### config.mk
export PLATFORM = sky130hd
export DESIGN_NAME = stop_and_wait_link_endpoint_core
export DESIGN_NICKNAME = d
export VERILOG_FILES = /design/src/hdl/sawl_pkg.sv /design/src/hdl/sawl_step.sv /design/src/hdl/stop_and_wait_link_endpoint_core.sv
export SDC_FILE = /design/constraint.sdc
export NUM_CORES = 1
export LEC_CHECK = 0
export BUFFER_PORTS_ARGS = -buffer_cell sky130_fd_sc_hd__buf_2
export CAP_MARGIN = 20
export CORE_MARGIN = 3
export CORE_UTILIZATION = 58
export DETAILED_ROUTE_END_ITERATION = 10
export PLACE_DENSITY = 0.88
export SLEW_MARGIN = 10
export SYNTH_ARGS = -nofsm -noshare
export SYNTH_HDL_FRONTEND = slang
export SYNTH_SLANG_ARGS = --single-unit
### constraint.sdc
create_clock -name i_clk -period 13.5 [get_ports i_clk]
set_input_delay 4.05 -clock i_clk [delete_from_list [all_inputs] [get_ports i_clk]]
set_output_delay 4.05 -clock i_clk [all_outputs]
set_load 0.005 [all_outputs]
### src/hdl/sawl_pkg.sv
// Shared types and constants of the stop-and-wait link endpoint.
`default_nettype none

package sawl_pkg;

    localparam int MAC_W  = 48;
    localparam int TYPE_W = 16;
    localparam int CODE_W = 8;
    localparam int LEN_W  = 11;
    localparam int PID_W  = 32;   // width of the id fields on the ports
    localparam int TICK_W = 8;

    localparam int IN_TDATA_W  = 176;
    localparam int IN_TUSER_W  = 2;
    localparam int OUT_TDATA_W = 96;
    localparam int OUT_TUSER_W = 4;

    localparam int CFG_IDX_W  = 3;
    localparam int CFG_DATA_W = 48;

    localparam logic [LEN_W-1:0] MAX_LEN = 11'd1500;

    // configuration register indexes
    localparam logic [CFG_IDX_W-1:0] CFG_LOCAL_MAC     = 3'd0;
    localparam logic [CFG_IDX_W-1:0] CFG_PEER_MAC      = 3'd1;
    localparam logic [CFG_IDX_W-1:0] CFG_PROTOCOL_TYPE = 3'd2;
    localparam logic [CFG_IDX_W-1:0] CFG_ACK_CODE      = 3'd3;
    localparam logic [CFG_IDX_W-1:0] CFG_RETRY_TICKS   = 3'd4;

    typedef enum logic [1:0] {
        CMD_SEND = 2'd0,
        CMD_RX   = 2'd1,
        CMD_TICK = 2'd2
    } t_cmd;

    typedef enum logic [1:0] {
        ST_OK       = 2'd0,
        ST_BUSY     = 2'd1,
        ST_FILTERED = 2'd2,
        ST_DUP      = 2'd3
    } t_status;

    typedef struct packed {
        logic [MAC_W-1:0]  local_mac;
        logic [MAC_W-1:0]  peer_mac;
        logic [TYPE_W-1:0] protocol_type;
        logic [CODE_W-1:0] ack_code;
        logic [TICK_W-1:0] retry_ticks;
    } t_cfg;

    typedef struct packed {
        logic [1:0]        command;
        logic [MAC_W-1:0]  rx_dest_mac;
        logic [MAC_W-1:0]  rx_src_mac;
        logic [TYPE_W-1:0] rx_type;
        logic [CODE_W-1:0] rx_code;
        logic [PID_W-1:0]  rx_id;
        logic [CODE_W-1:0] req_code;
        logic [LEN_W-1:0]  req_length;
    } t_item;

    typedef struct packed {
        logic              tx_valid;
        logic [PID_W-1:0]  tx_id;
        logic [CODE_W-1:0] tx_code;
        logic [LEN_W-1:0]  tx_length;
        logic              deliver_valid;
        logic [PID_W-1:0]  deliver_id;
        logic [CODE_W-1:0] deliver_code;
        logic              awaiting_ack;
        t_status           status;
    } t_result;

    // protocol state that does not scale with the id width
    typedef struct packed {
        logic              waiting;
        logic              pending_valid;
        logic [CODE_W-1:0] held_code;
        logic [LEN_W-1:0]  held_length;
        logic [TICK_W-1:0] retry_timer;
        logic [CODE_W-1:0] pending_code;
    } t_ctl;

endpackage

`default_nettype wire

### src/hdl/sawl_step.sv
// Decision logic of the endpoint: next protocol state and result for one word.
`default_nettype none

module sawl_step #(
    parameter int ID_WIDTH = 32
) (
    input  var sawl_pkg::t_item   i_item,
    input  var sawl_pkg::t_cfg    i_cfg,
    input  var sawl_pkg::t_ctl    i_ctl,
    input  wire [ID_WIDTH-1:0]    i_send_counter,
    input  wire [ID_WIDTH-1:0]    i_last_id,
    input  wire [ID_WIDTH-1:0]    i_pending_id,
    output sawl_pkg::t_ctl        o_ctl,
    output logic [ID_WIDTH-1:0]   o_send_counter,
    output logic [ID_WIDTH-1:0]   o_last_id,
    output logic [ID_WIDTH-1:0]   o_pending_id,
    output sawl_pkg::t_result     o_result
);
    import sawl_pkg::*;

    logic [ID_WIDTH-1:0] w_rid;
    logic [ID_WIDTH-1:0] w_cnt_inc;
    logic                w_match;
    logic [LEN_W-1:0]    w_len;

    assign w_rid     = ID_WIDTH'(i_item.rx_id);
    assign w_cnt_inc = ID_WIDTH'(i_send_counter + 1'b1);
    assign w_match   = (i_item.rx_dest_mac == i_cfg.local_mac) &&
                       (i_item.rx_src_mac == i_cfg.peer_mac) &&
                       (i_item.rx_type == i_cfg.protocol_type);
    assign w_len     = (i_item.req_length > MAX_LEN) ? MAX_LEN : i_item.req_length;

    always_comb begin
        o_ctl          = i_ctl;
        o_send_counter = i_send_counter;
        o_last_id      = i_last_id;
        o_pending_id   = i_pending_id;
        o_result       = '0;
        o_result.status = ST_OK;

        case (t_cmd'(i_item.command))
            CMD_SEND: begin
                if (i_ctl.waiting) begin
                    o_result.status = ST_BUSY;
                end else begin
                    o_ctl.held_code     = i_item.req_code;
                    o_ctl.held_length   = w_len;
                    o_ctl.waiting       = 1'b1;
                    o_ctl.retry_timer   = '0;
                    o_ctl.pending_valid = 1'b0;
                    o_send_counter      = w_cnt_inc;
                    o_result.tx_valid   = 1'b1;
                    o_result.tx_id      = PID_W'(w_cnt_inc);
                    o_result.tx_code    = i_item.req_code;
                    o_result.tx_length  = w_len;
                end
            end
            CMD_RX: begin
                if (!w_match) begin
                    o_result.status = ST_FILTERED;
                end else if (!i_ctl.waiting) begin
                    if (w_rid > i_last_id) begin
                        o_last_id              = w_rid;
                        o_send_counter         = w_cnt_inc;
                        o_result.tx_valid      = 1'b1;
                        o_result.tx_id         = PID_W'(w_cnt_inc);
                        o_result.tx_code       = i_cfg.ack_code;
                        o_result.deliver_valid = 1'b1;
                        o_result.deliver_id    = PID_W'(w_rid);
                        o_result.deliver_code  = i_item.rx_code;
                    end else begin
                        o_result.status = ST_DUP;
                    end
                end else if (i_item.rx_code == i_cfg.ack_code) begin
                    // ack closes the exchange; answer a held frame now
                    o_ctl.waiting       = 1'b0;
                    o_ctl.retry_timer   = '0;
                    o_ctl.pending_valid = 1'b0;
                    if (i_ctl.pending_valid) begin
                        o_send_counter    = w_cnt_inc;
                        o_result.tx_valid = 1'b1;
                        o_result.tx_id    = PID_W'(w_cnt_inc);
                        o_result.tx_code  = i_cfg.ack_code;
                        if (i_pending_id > i_last_id) begin
                            o_last_id              = i_pending_id;
                            o_result.deliver_valid = 1'b1;
                            o_result.deliver_id    = PID_W'(i_pending_id);
                            o_result.deliver_code  = i_ctl.pending_code;
                        end else begin
                            o_result.status = ST_DUP;
                        end
                    end
                end else begin
                    o_ctl.pending_valid = 1'b1;
                    o_ctl.pending_code  = i_item.rx_code;
                    o_pending_id        = w_rid;
                end
            end
            CMD_TICK: begin
                if (i_ctl.waiting) begin
                    if (i_ctl.retry_timer >= i_cfg.retry_ticks) begin
                        o_send_counter     = w_cnt_inc;
                        o_ctl.retry_timer  = '0;
                        o_result.tx_valid  = 1'b1;
                        o_result.tx_id     = PID_W'(w_cnt_inc);
                        o_result.tx_code   = i_ctl.held_code;
                        o_result.tx_length = i_ctl.held_length;
                    end else begin
                        o_ctl.retry_timer = TICK_W'(i_ctl.retry_timer + 1'b1);
                    end
                end
            end
            default: begin
            end
        endcase

        o_result.awaiting_ack = o_ctl.waiting;
    end

endmodule

`default_nettype wire

### src/hdl/stop_and_wait_link_endpoint_core.sv
// Top level of the stop-and-wait link endpoint: stream ports, config, state, result register.
// A word in the input register passes through the decision logic and is loaded into the
// result register once that register is free or being read; one result word per input word.
// Throughput: one word per cycle while the result stream accepts words.
// Reset (synchronous, active low): protocol state cleared, config back to defaults
// (retry_ticks 1, all others 0), both pipeline registers empty.
`default_nettype none

module stop_and_wait_link_endpoint_core #(
    parameter int ID_WIDTH = 32
) (
    input  wire                                  i_clk,
    input  wire                                  i_rst_n,
    // config write channel
    input  wire                                  i_cfg_valid,
    output logic                                 o_cfg_ready,
    input  wire  [sawl_pkg::CFG_IDX_W-1:0]       i_cfg_index,
    input  wire  [sawl_pkg::CFG_DATA_W-1:0]      i_cfg_data,
    // input stream
    input  wire                                  i_s_axis_tvalid,
    output logic                                 o_s_axis_tready,
    // rx_dest_mac 48, rx_src_mac 48, rx_type 16, rx_code 8, rx_id 32,
    // req_code 8, req_length 11, 5 zero bits
    input  wire  [sawl_pkg::IN_TDATA_W-1:0]      i_s_axis_tdata,
    // command 2
    input  wire  [sawl_pkg::IN_TUSER_W-1:0]      i_s_axis_tuser,
    // result stream
    output logic                                 o_m_axis_tvalid,
    input  wire                                  i_m_axis_tready,
    // tx_id 32, tx_code 8, tx_length 11, deliver_id 32, deliver_code 8,
    // awaiting_ack 1, 4 zero bits
    output logic [sawl_pkg::OUT_TDATA_W-1:0]     o_m_axis_tdata,
    // tx_valid 1, deliver_valid 1, status 2
    output logic [sawl_pkg::OUT_TUSER_W-1:0]     o_m_axis_tuser
);
    import sawl_pkg::*;

    t_cfg                r_cfg;
    t_ctl                r_ctl;
    logic [ID_WIDTH-1:0] r_send_counter;
    logic [ID_WIDTH-1:0] r_last_id;
    logic [ID_WIDTH-1:0] r_pending_id;

    logic                r_in_valid;
    t_item               r_in;
    logic                r_out_valid;
    t_result             r_out;

    t_ctl                n_ctl;
    logic [ID_WIDTH-1:0] n_send_counter;
    logic [ID_WIDTH-1:0] n_last_id;
    logic [ID_WIDTH-1:0] n_pending_id;
    t_result             n_out;

    logic                w_adv;
    logic                w_in_acc;
    t_item               w_item;

    assign o_cfg_ready     = 1'b1;
    assign w_adv           = r_in_valid && (!r_out_valid || i_m_axis_tready);
    assign o_s_axis_tready = !r_in_valid || w_adv;
    assign w_in_acc        = i_s_axis_tvalid && o_s_axis_tready;

    always_comb begin
        w_item.command     = i_s_axis_tuser[1:0];
        w_item.rx_dest_mac = i_s_axis_tdata[47:0];
        w_item.rx_src_mac  = i_s_axis_tdata[95:48];
        w_item.rx_type     = i_s_axis_tdata[111:96];
        w_item.rx_code     = i_s_axis_tdata[119:112];
        w_item.rx_id       = i_s_axis_tdata[151:120];
        w_item.req_code    = i_s_axis_tdata[159:152];
        w_item.req_length  = i_s_axis_tdata[170:160];
    end

    sawl_step #(
        .ID_WIDTH (ID_WIDTH)
    ) u_step (
        .i_item         (r_in),
        .i_cfg          (r_cfg),
        .i_ctl          (r_ctl),
        .i_send_counter (r_send_counter),
        .i_last_id      (r_last_id),
        .i_pending_id   (r_pending_id),
        .o_ctl          (n_ctl),
        .o_send_counter (n_send_counter),
        .o_last_id      (n_last_id),
        .o_pending_id   (n_pending_id),
        .o_result       (n_out)
    );

    // config registers
    always_ff @(posedge i_clk) begin
        if (!i_rst_n) begin
            r_cfg.local_mac     <= '0;
            r_cfg.peer_mac      <= '0;
            r_cfg.protocol_type <= '0;
            r_cfg.ack_code      <= '0;
            r_cfg.retry_ticks   <= TICK_W'(1);
        end else if (i_cfg_valid && o_cfg_ready) begin
            case (i_cfg_index)
                CFG_LOCAL_MAC:     r_cfg.local_mac     <= i_cfg_data[MAC_W-1:0];
                CFG_PEER_MAC:      r_cfg.peer_mac      <= i_cfg_data[MAC_W-1:0];
                CFG_PROTOCOL_TYPE: r_cfg.protocol_type <= i_cfg_data[TYPE_W-1:0];
                CFG_ACK_CODE:      r_cfg.ack_code      <= i_cfg_data[CODE_W-1:0];
                CFG_RETRY_TICKS:   r_cfg.retry_ticks   <= i_cfg_data[TICK_W-1:0];
                default: begin
                end
            endcase
        end
    end

    // protocol state and pipeline control
    always_ff @(posedge i_clk) begin
        if (!i_rst_n) begin
            r_ctl          <= '0;
            r_send_counter <= '0;
            r_last_id      <= '0;
            r_pending_id   <= '0;
            r_in_valid     <= 1'b0;
            r_out_valid    <= 1'b0;
        end else begin
            if (w_adv) begin
                r_ctl          <= n_ctl;
                r_send_counter <= n_send_counter;
                r_last_id      <= n_last_id;
                r_pending_id   <= n_pending_id;
            end
            if (w_in_acc) begin
                r_in_valid <= 1'b1;
            end else if (w_adv) begin
                r_in_valid <= 1'b0;
            end
            if (w_adv) begin
                r_out_valid <= 1'b1;
            end else if (i_m_axis_tready) begin
                r_out_valid <= 1'b0;
            end
        end
    end

    // payload registers
    always_ff @(posedge i_clk) begin
        if (w_in_acc) begin
            r_in <= w_item;
        end
        if (w_adv) begin
            r_out <= n_out;
        end
    end

    assign o_m_axis_tvalid = r_out_valid;
    assign o_m_axis_tdata  = {4'b0, r_out.awaiting_ack, r_out.deliver_code, r_out.deliver_id,
                              r_out.tx_length, r_out.tx_code, r_out.tx_id};
    assign o_m_axis_tuser  = {r_out.status, r_out.deliver_valid, r_out.tx_valid};

    // result reports the waiting flag left by its own word
    a_await_matches_state : assert property (@(posedge i_clk) disable iff (!i_rst_n)
        (r_in_valid && w_adv) |=> (r_out.awaiting_ack == r_ctl.waiting))
        else $error("awaiting_ack differs from waiting state");

    a_pending_needs_wait : assert property (@(posedge i_clk) disable iff (!i_rst_n)
        r_ctl.pending_valid |-> r_ctl.waiting)
        else $error("pending frame held while idle");

    a_deliver_with_ack : assert property (@(posedge i_clk) disable iff (!i_rst_n)
        (r_out_valid && r_out.deliver_valid) |-> (r_out.tx_valid && r_out.tx_length == '0))
        else $error("delivery without acknowledgement");

    a_idle_tx_zero : assert property (@(posedge i_clk) disable iff (!i_rst_n)
        (r_out_valid && !r_out.tx_valid) |->
            (r_out.tx_id == '0 && r_out.tx_code == '0 && r_out.tx_length == '0))
        else $error("tx fields set without tx_valid");

    a_len_limit : assert property (@(posedge i_clk) disable iff (!i_rst_n)
        r_out_valid |-> (r_out.tx_length <= MAX_LEN))
        else $error("tx_length above limit");

endmodule

`default_nettype wire
# Word-level counts from Yosys, hierarchy flattened

Cells that the tools add are included.

Bits in registers: 532
Input port bits: 234
Output and inout port bits: 103
Word-level logic and storage cells: 144

$add $sub $neg: 2
$lt $le $gt $ge: 4
Equal/unequal tests: 22
Muxes and demuxes: 54
Bitwise logic cells: 2
Reductions and logical operators: 27

Operator list:

| operator                | number |
|---|---|
| $mux W32                | 13 |
| $mux W41                | 10 |
| $mux W52                | 3 |
| $pmux W41 S3            | 1 |
| $eq A48 B48 Y1          | 2 |
| $pmux W32 S3            | 1 |
| $gt A32 B32 Y1          | 2 |
| $add A32 B1 Y32 const B | 1 |
| $mux W16                | 2 |
| $mux W8                 | 4 |
| $mux W28                | 1 |
| $pmux W8 S3             | 1 |
| $pmux W11 S2            | 1 |
| $eq A16 B16 Y1          | 1 |
| $mux W2                 | 8 |
| $reduce_and A7 Y1       | 2 |
| $reduce_and A2 Y1       | 6 |
| $gt A11 B11 Y1 const B  | 1 |
| $mux W11                | 1 |
| $ne A2 B1 Y1 const B    | 5 |
| $reduce_and A5 Y1       | 2 |
| $reduce_and A9 Y1       | 1 |
| $add A8 B1 Y8 const B   | 1 |
| $eq A8 B8 Y1            | 1 |
| 20 further kinds        | 40 |

# Depth between registers and ports, before layout

Depth in word-level cells: 7
Mapped depth: 12

# By module

A second synthesis with hierarchy kept.

Cells, all modules: 2373
Area total of the unflattened synthesis: 24753.7 um^2

Modules (own cells, without submodules):

| module                           | instances | cells an instance | area an instance (um^2) |
|---|---|---|---|
| stop_and_wait_link_endpoint_core | 1         | 1345              | 17805.8 |
| sawl_step                        | 1         | 1028              | 6947.9 |

# Worst setup path before layout

Ideal clock, no wire load.

Path type: input to register
Start: input port i_m_axis_tready
End: register r_in[0] (netlist bit), enable pin
Setup time: 0.553 ns
Arrival: 8.155 ns
Data required time: 12.947 ns
Path slack: 4.791 ns
Cell stages on the path: 3
Path buffers: 0
Path through: nor2b_1 nand2_1 and2_1

Cells in the longest elaborated chain, start to end: 4

Ends and longest elaborated chain:

| element              | RTL line                                | text |
|---|---|---|
| from (decl)          | stop_and_wait_link_endpoint_core.sv:29  | `input wire i_m_axis_tready,` |
| $logic_or A1 B1 Y1   | stop_and_wait_link_endpoint_core.sv:60  | `assign w_adv = r_in_valid && (!r_out_valid \|\| i_m_axis_tready);` |
| $logic_and A1 B1 Y1  | stop_and_wait_link_endpoint_core.sv:60  |  |
| $logic_or A1 B1 Y1   | stop_and_wait_link_endpoint_core.sv:61  | `assign o_s_axis_tready = !r_in_valid \|\| w_adv;` |
| net o_s_axis_tready  | stop_and_wait_link_endpoint_core.sv:21  | `output logic o_s_axis_tready,` |
| $logic_and A1 B1 Y1  | stop_and_wait_link_endpoint_core.sv:62  | `assign w_in_acc = i_s_axis_tvalid && o_s_axis_tready;` |
| net w_in_acc         | stop_and_wait_link_endpoint_core.sv:56  | `logic w_in_acc;` |
| to (signal assigned) | stop_and_wait_link_endpoint_core.sv:144 | `r_in <= w_item;` |
| to (decl)            | stop_and_wait_link_endpoint_core.sv:45  | `t_item r_in;` |

The timed path passes the listed nets, and every way through them passes these cells.
A chain may end at the register's enable or synchronous reset.

# Worst setup path in the final report

Start: input port i_m_axis_tready
End: output port o_s_axis_tready

Cells in the longest elaborated chain, start to end: 3

Ends and longest elaborated chain:

| element             | RTL line |
|---|---|
| $logic_or A1 B1 Y1  | stop_and_wait_link_endpoint_core.sv:60 |
| $logic_and A1 B1 Y1 | stop_and_wait_link_endpoint_core.sv:60 |
| $logic_or A1 B1 Y1  | stop_and_wait_link_endpoint_core.sv:61 |
| to (decl)           | stop_and_wait_link_endpoint_core.sv:21 |

No other way between the ends.

==> flow_summary.yaml <==
cts:
  cts_tree: "yes"
  tritoncts.num_buffers: 52
  cts-hold-fix-buffers: 0
  clock-sinks: 532
  clockBufferDepth: 3
  clock_latency_ns: 0.61
  clock_tree.htree_level_count: 2
  clk_transition_reported_paths_ns: 0.06
  cts_post_setup_buffers_inserted: 0
  post_cts_resized: 0
  ctsRootBufferMaster: "sky130_fd_sc_hd__clkbuf_16"
timing:
  min_period_over_period_pct: 64.0
  rsz0062_at_grt: "no"
  time_the_final_worst_path_needs_with_i_o_delays_and_setup_ns: 8.63
  slew_violations: 0
  finalHoldViolCount: 0
  fin_skew_ns: 0.0383
  setup-violations-final: 0
  relSlewSlack_pct: 22.5
  max_slew.worst_pin.slew_ns: 1.16
  tns_ns: 0
  max_freq_ghz: 0.116
routing:
  drt-initial-drc-count: 1576
  route.vias.total: 17897
  detail_route.first_pass.iterations: 7
  drt-wirelength-per-cell_microns: 20.0
  routed_wirelength_microns: 60400
  antenna_violating_nets_post_route: 0
  route.detailed.drc: 0
  via_per_inst: 5.94
worst_setup_path:
  critical-path-slowest-cell: "sky130_fd_sc_hd__nor2b_1"
  setup_slack_of_the_most_critical_reg_to_reg_path_ns: 9.44
  rr_worst_depth: 10
  worst_path_largest_cell_delay_ns: 0.20
  worst_setup_path_endpoint: "o_s_axis_tready"
  path_cells: "buf_2 > nor2b_1 > nand2_1 > buf_2"
  critical_path.most_common_cell: "sky130_fd_sc_hd__buf_2"
  worst_ep_required_time_ns: 9.45
  crit_arrival_ns: 4.58
  startpoint: "i_m_axis_tready"
  r2r_start: "r_in[164]"
  worstSetupEndpointType: "output port"
  critical_path_peak_fanout: 4
  critical_path.reg2reg.endpoint: "o_m_axis_tdata[1]"
  crit_path_category: "in -> out"
  startpoint_type: "primary input"
hold_path:
  timing.hold.worst.start: "r_ctl[32]"
  worstHoldPathType: "reg -> reg"
synth:
  compound_gate_portion_of_the_synthesized_area_pct: 9.71
  netlist_instances: 2154
  synth_enable_flop_cells: 269
  syn_area_sq_um: 23000
  yosysUniqueCellTypes: 63
  postSynth.topFlopCell: "sky130_fd_sc_hd__edfxtp_1"
  ys_seq_elements: 532
  combinational_family_with_the_most_area_after_synthesis: "simple AND/OR/NAND/NOR gates"
  synth_largest_area_cell: "sky130_fd_sc_hd__edfxtp_1"
  synth_area_per_cell_sq_um: 10.7
  synth.mux.area_fraction_pct: 4.70
  ys_top_cells_by_area: "sky130_fd_sc_hd__edfxtp_1 (35%), sky130_fd_sc_hd__dfxtp_1 (23%), sky130_fd_sc_hd__nand2_1 (6.6%), sky130_fd_sc_hd__xor2_1 (4.9%), sky130_fd_sc_hd__ha_1 (4.3%)"
  synth_top_area_share_pct: 35.2
  synthArstFlopShare_pct: 0
  post_synth_xor_area_fraction_pct: 5.76
  synth-simple-area-share_pct: 14.3
  synth_adder_area_share_pct: 4.30
  yosysSeqAreaShare_pct: 58.1
  yosys_warnings: 0
power_and_ir_drop:
  power.density_cell_area_nw_per_um2: 130
  power.share.clock_pct: 42.4
  comb_power_share_pct: 6.0
  cellLeakagePower_uw: 0.0102
  ir_drop_mv: 0.111
  intPower_uw: 2690
  power_switching_uw: 786
  share_seq_of_total_power_pct: 51.6
  report.power.total_uw: 3480
  switching_share_pct: 22.6
die:
  num_rows: 72
  initial_utilization_pct: 59.0
  ios: 337
  die_area_sq_um: 42000
  design.core.area_sq_um: 38900
  die_h_microns: 205
  fp.dieW_microns: 205
flow_run:
  cap_violations: 0
global_route:
  grt_start_max_net_pins: 140
  grt.total_usage_pct: 27.8
  grt_antenna_before_repair: 15
  via_count_of_the_first_global_routing_pass: 17636
  total_congestion_overflow_after_global_routing: 0
  grt_pass1_wl_microns: 92400
placed_design:
  dp_hpwl_microns: 39900
  port-buffer-count: 326
  globalplace.congestion: 0.913
outcome:
  run_status: "complete, no violations"
cells_and_area:
  area.growth.synth_to_final_pct: 16.4
  share_of_cells_above_drive_strength_1_pct: 19.0
  fin_nets: 2754
## cell usage in the layout (no fill, tap or decap), drive strengths merged, types with 6 or more instances in the layout
cell	instances
xnor2	22
edfxtp	269
nand2	405
a22oi	42
a21oi	191
nand3	21
nand4	33
a222oi	8
diode	9
mux2i	73
mux2	31
ha	79
o21a	8
nor4	47
nand2b	7
clkinv	14
clkbuf	77
or3	15
dfxtp	263
buf	339
and3	7
nor2b	6
xor2	129
a21o	18
nor3	14
o21bai	10
inv	61
nor2	180
a211oi	8
o21ai	37
## cell usage after synthesis, drive strengths merged, types with 15 or more instances
| cell type | n |
|---|---|
| edfxtp | 269 |
| nor2 | 180 |
| mux2i | 73 |
| buf | 25 |
| ha | 79 |
| xor2 | 129 |
| nor4 | 47 |
| or3 | 15 |
| clkbuf | 84 |
| a21oi | 191 |
| mux2 | 31 |
| nand2 | 405 |
| nand3 | 21 |
| nand4 | 33 |
| o21ai | 37 |
| a21o | 18 |
| dfxtp | 263 |
| xnor2 | 22 |
| a22oi | 42 |
| inv | 59 |
## power groups by stage
stage | Clock (uW) | Combinational [uW] | Sequential [uW]
after floorplan | 0 | 110 | 1820
after global placement | 0 | 195 | 1820
after detailed placement | 0 | 203 | 1830
after CTS | 1490 | 206 | 1790
after global routing | 1550 | 225 | 1800
final | 1480 | 208 | 1790
## flip-flops by register name, summed over array words and instances (netlist names)
register / cells
o_m_axis_tdata: 92
r_pending_id: 32
o_m_axis_tuser: 4
r_in: 173
r_cfg: 128
r_last_id: 32
r_send_counter: 32
o_m_axis_tvalid: 1
r_in_valid: 1
r_ctl: 37
## metal layers
| metal | vias up | share of wire, % | track usage, % | wire, microns |
|---|---|---|---|---|
| li1 | 8154 | - | - | - |
| met2 | 971 | 49 | 46.3 | 29500 |
| met4 | 10 | 5.5 | 14.9 | 3310 |
| met5 | - | 0.13 | 0 | 76 |
| met1 | 8531 | 37 | 34.6 | 22300 |
| met3 | 231 | 8.6 | 4.77 | 5210 |
## critical path, delay by kind of cell
family        cells  cell delay (ns)
simple gates      2             0.30
buf+inv           2             0.22
## area by class of cell
cell class | instances | area [sq um]
Antenna cell | 9 | 22.5
Clock buffer | 77 | 1510
Clock inverter | 21 | 241
Fill cell | 2726 | 12200
Inverter | 60 | 233
Multi-Input combinational cell | 1456 | 8960
Sequential cell | 532 | 13300
Tap cell | 518 | 648
Timing Repair Buffer | 339 | 1770
## kinds of logic after synthesis
group,count (synthesis)
AO/OA/AOI/OAI,362
XOR/XNOR,151
adder cells (fa/ha/maj),79
buffers and inverters,169
flip-flops,532
multiplexers,104
other,2
AND/OR/NAND/NOR,755
## stage by stage
stage | utilization (%) | worst slack (ns) | instance area [sq um] | hold WS, ns | cells
5_1_grt | 68.7 | 4.79 | 26700 | 0.472 | 3012
3_5_place_dp | 64.1 | 4.87 | 24900 | 0.447 | 2904
6_report | 68.7 | 4.87 | 26700 | 0.455 | 3012
4_1_cts | 68.6 | 4.87 | 26700 | 0.456 | 3002
3_3_place_gp | 64.0 | 4.87 | 24900 | 0.440 | 2903
2_1_floorplan | - | 4.79 | 23000 | 0.436 | 2157
## how the worst min path moves through the flow
stage / endpoint / slack (ns) / cells past startpoint
floorplan: r_ctl[27] / 0.44 / 2
global placement: r_ctl[33] / 0.44 / 2
detailed placement: r_ctl[28] / 0.45 / 2
CTS: r_ctl[32] / 0.46 / 2
global route: r_ctl[28] / 0.47 / 2
finish: r_ctl[32] / 0.46 / 2
Power figures use the tool's default switching activity.
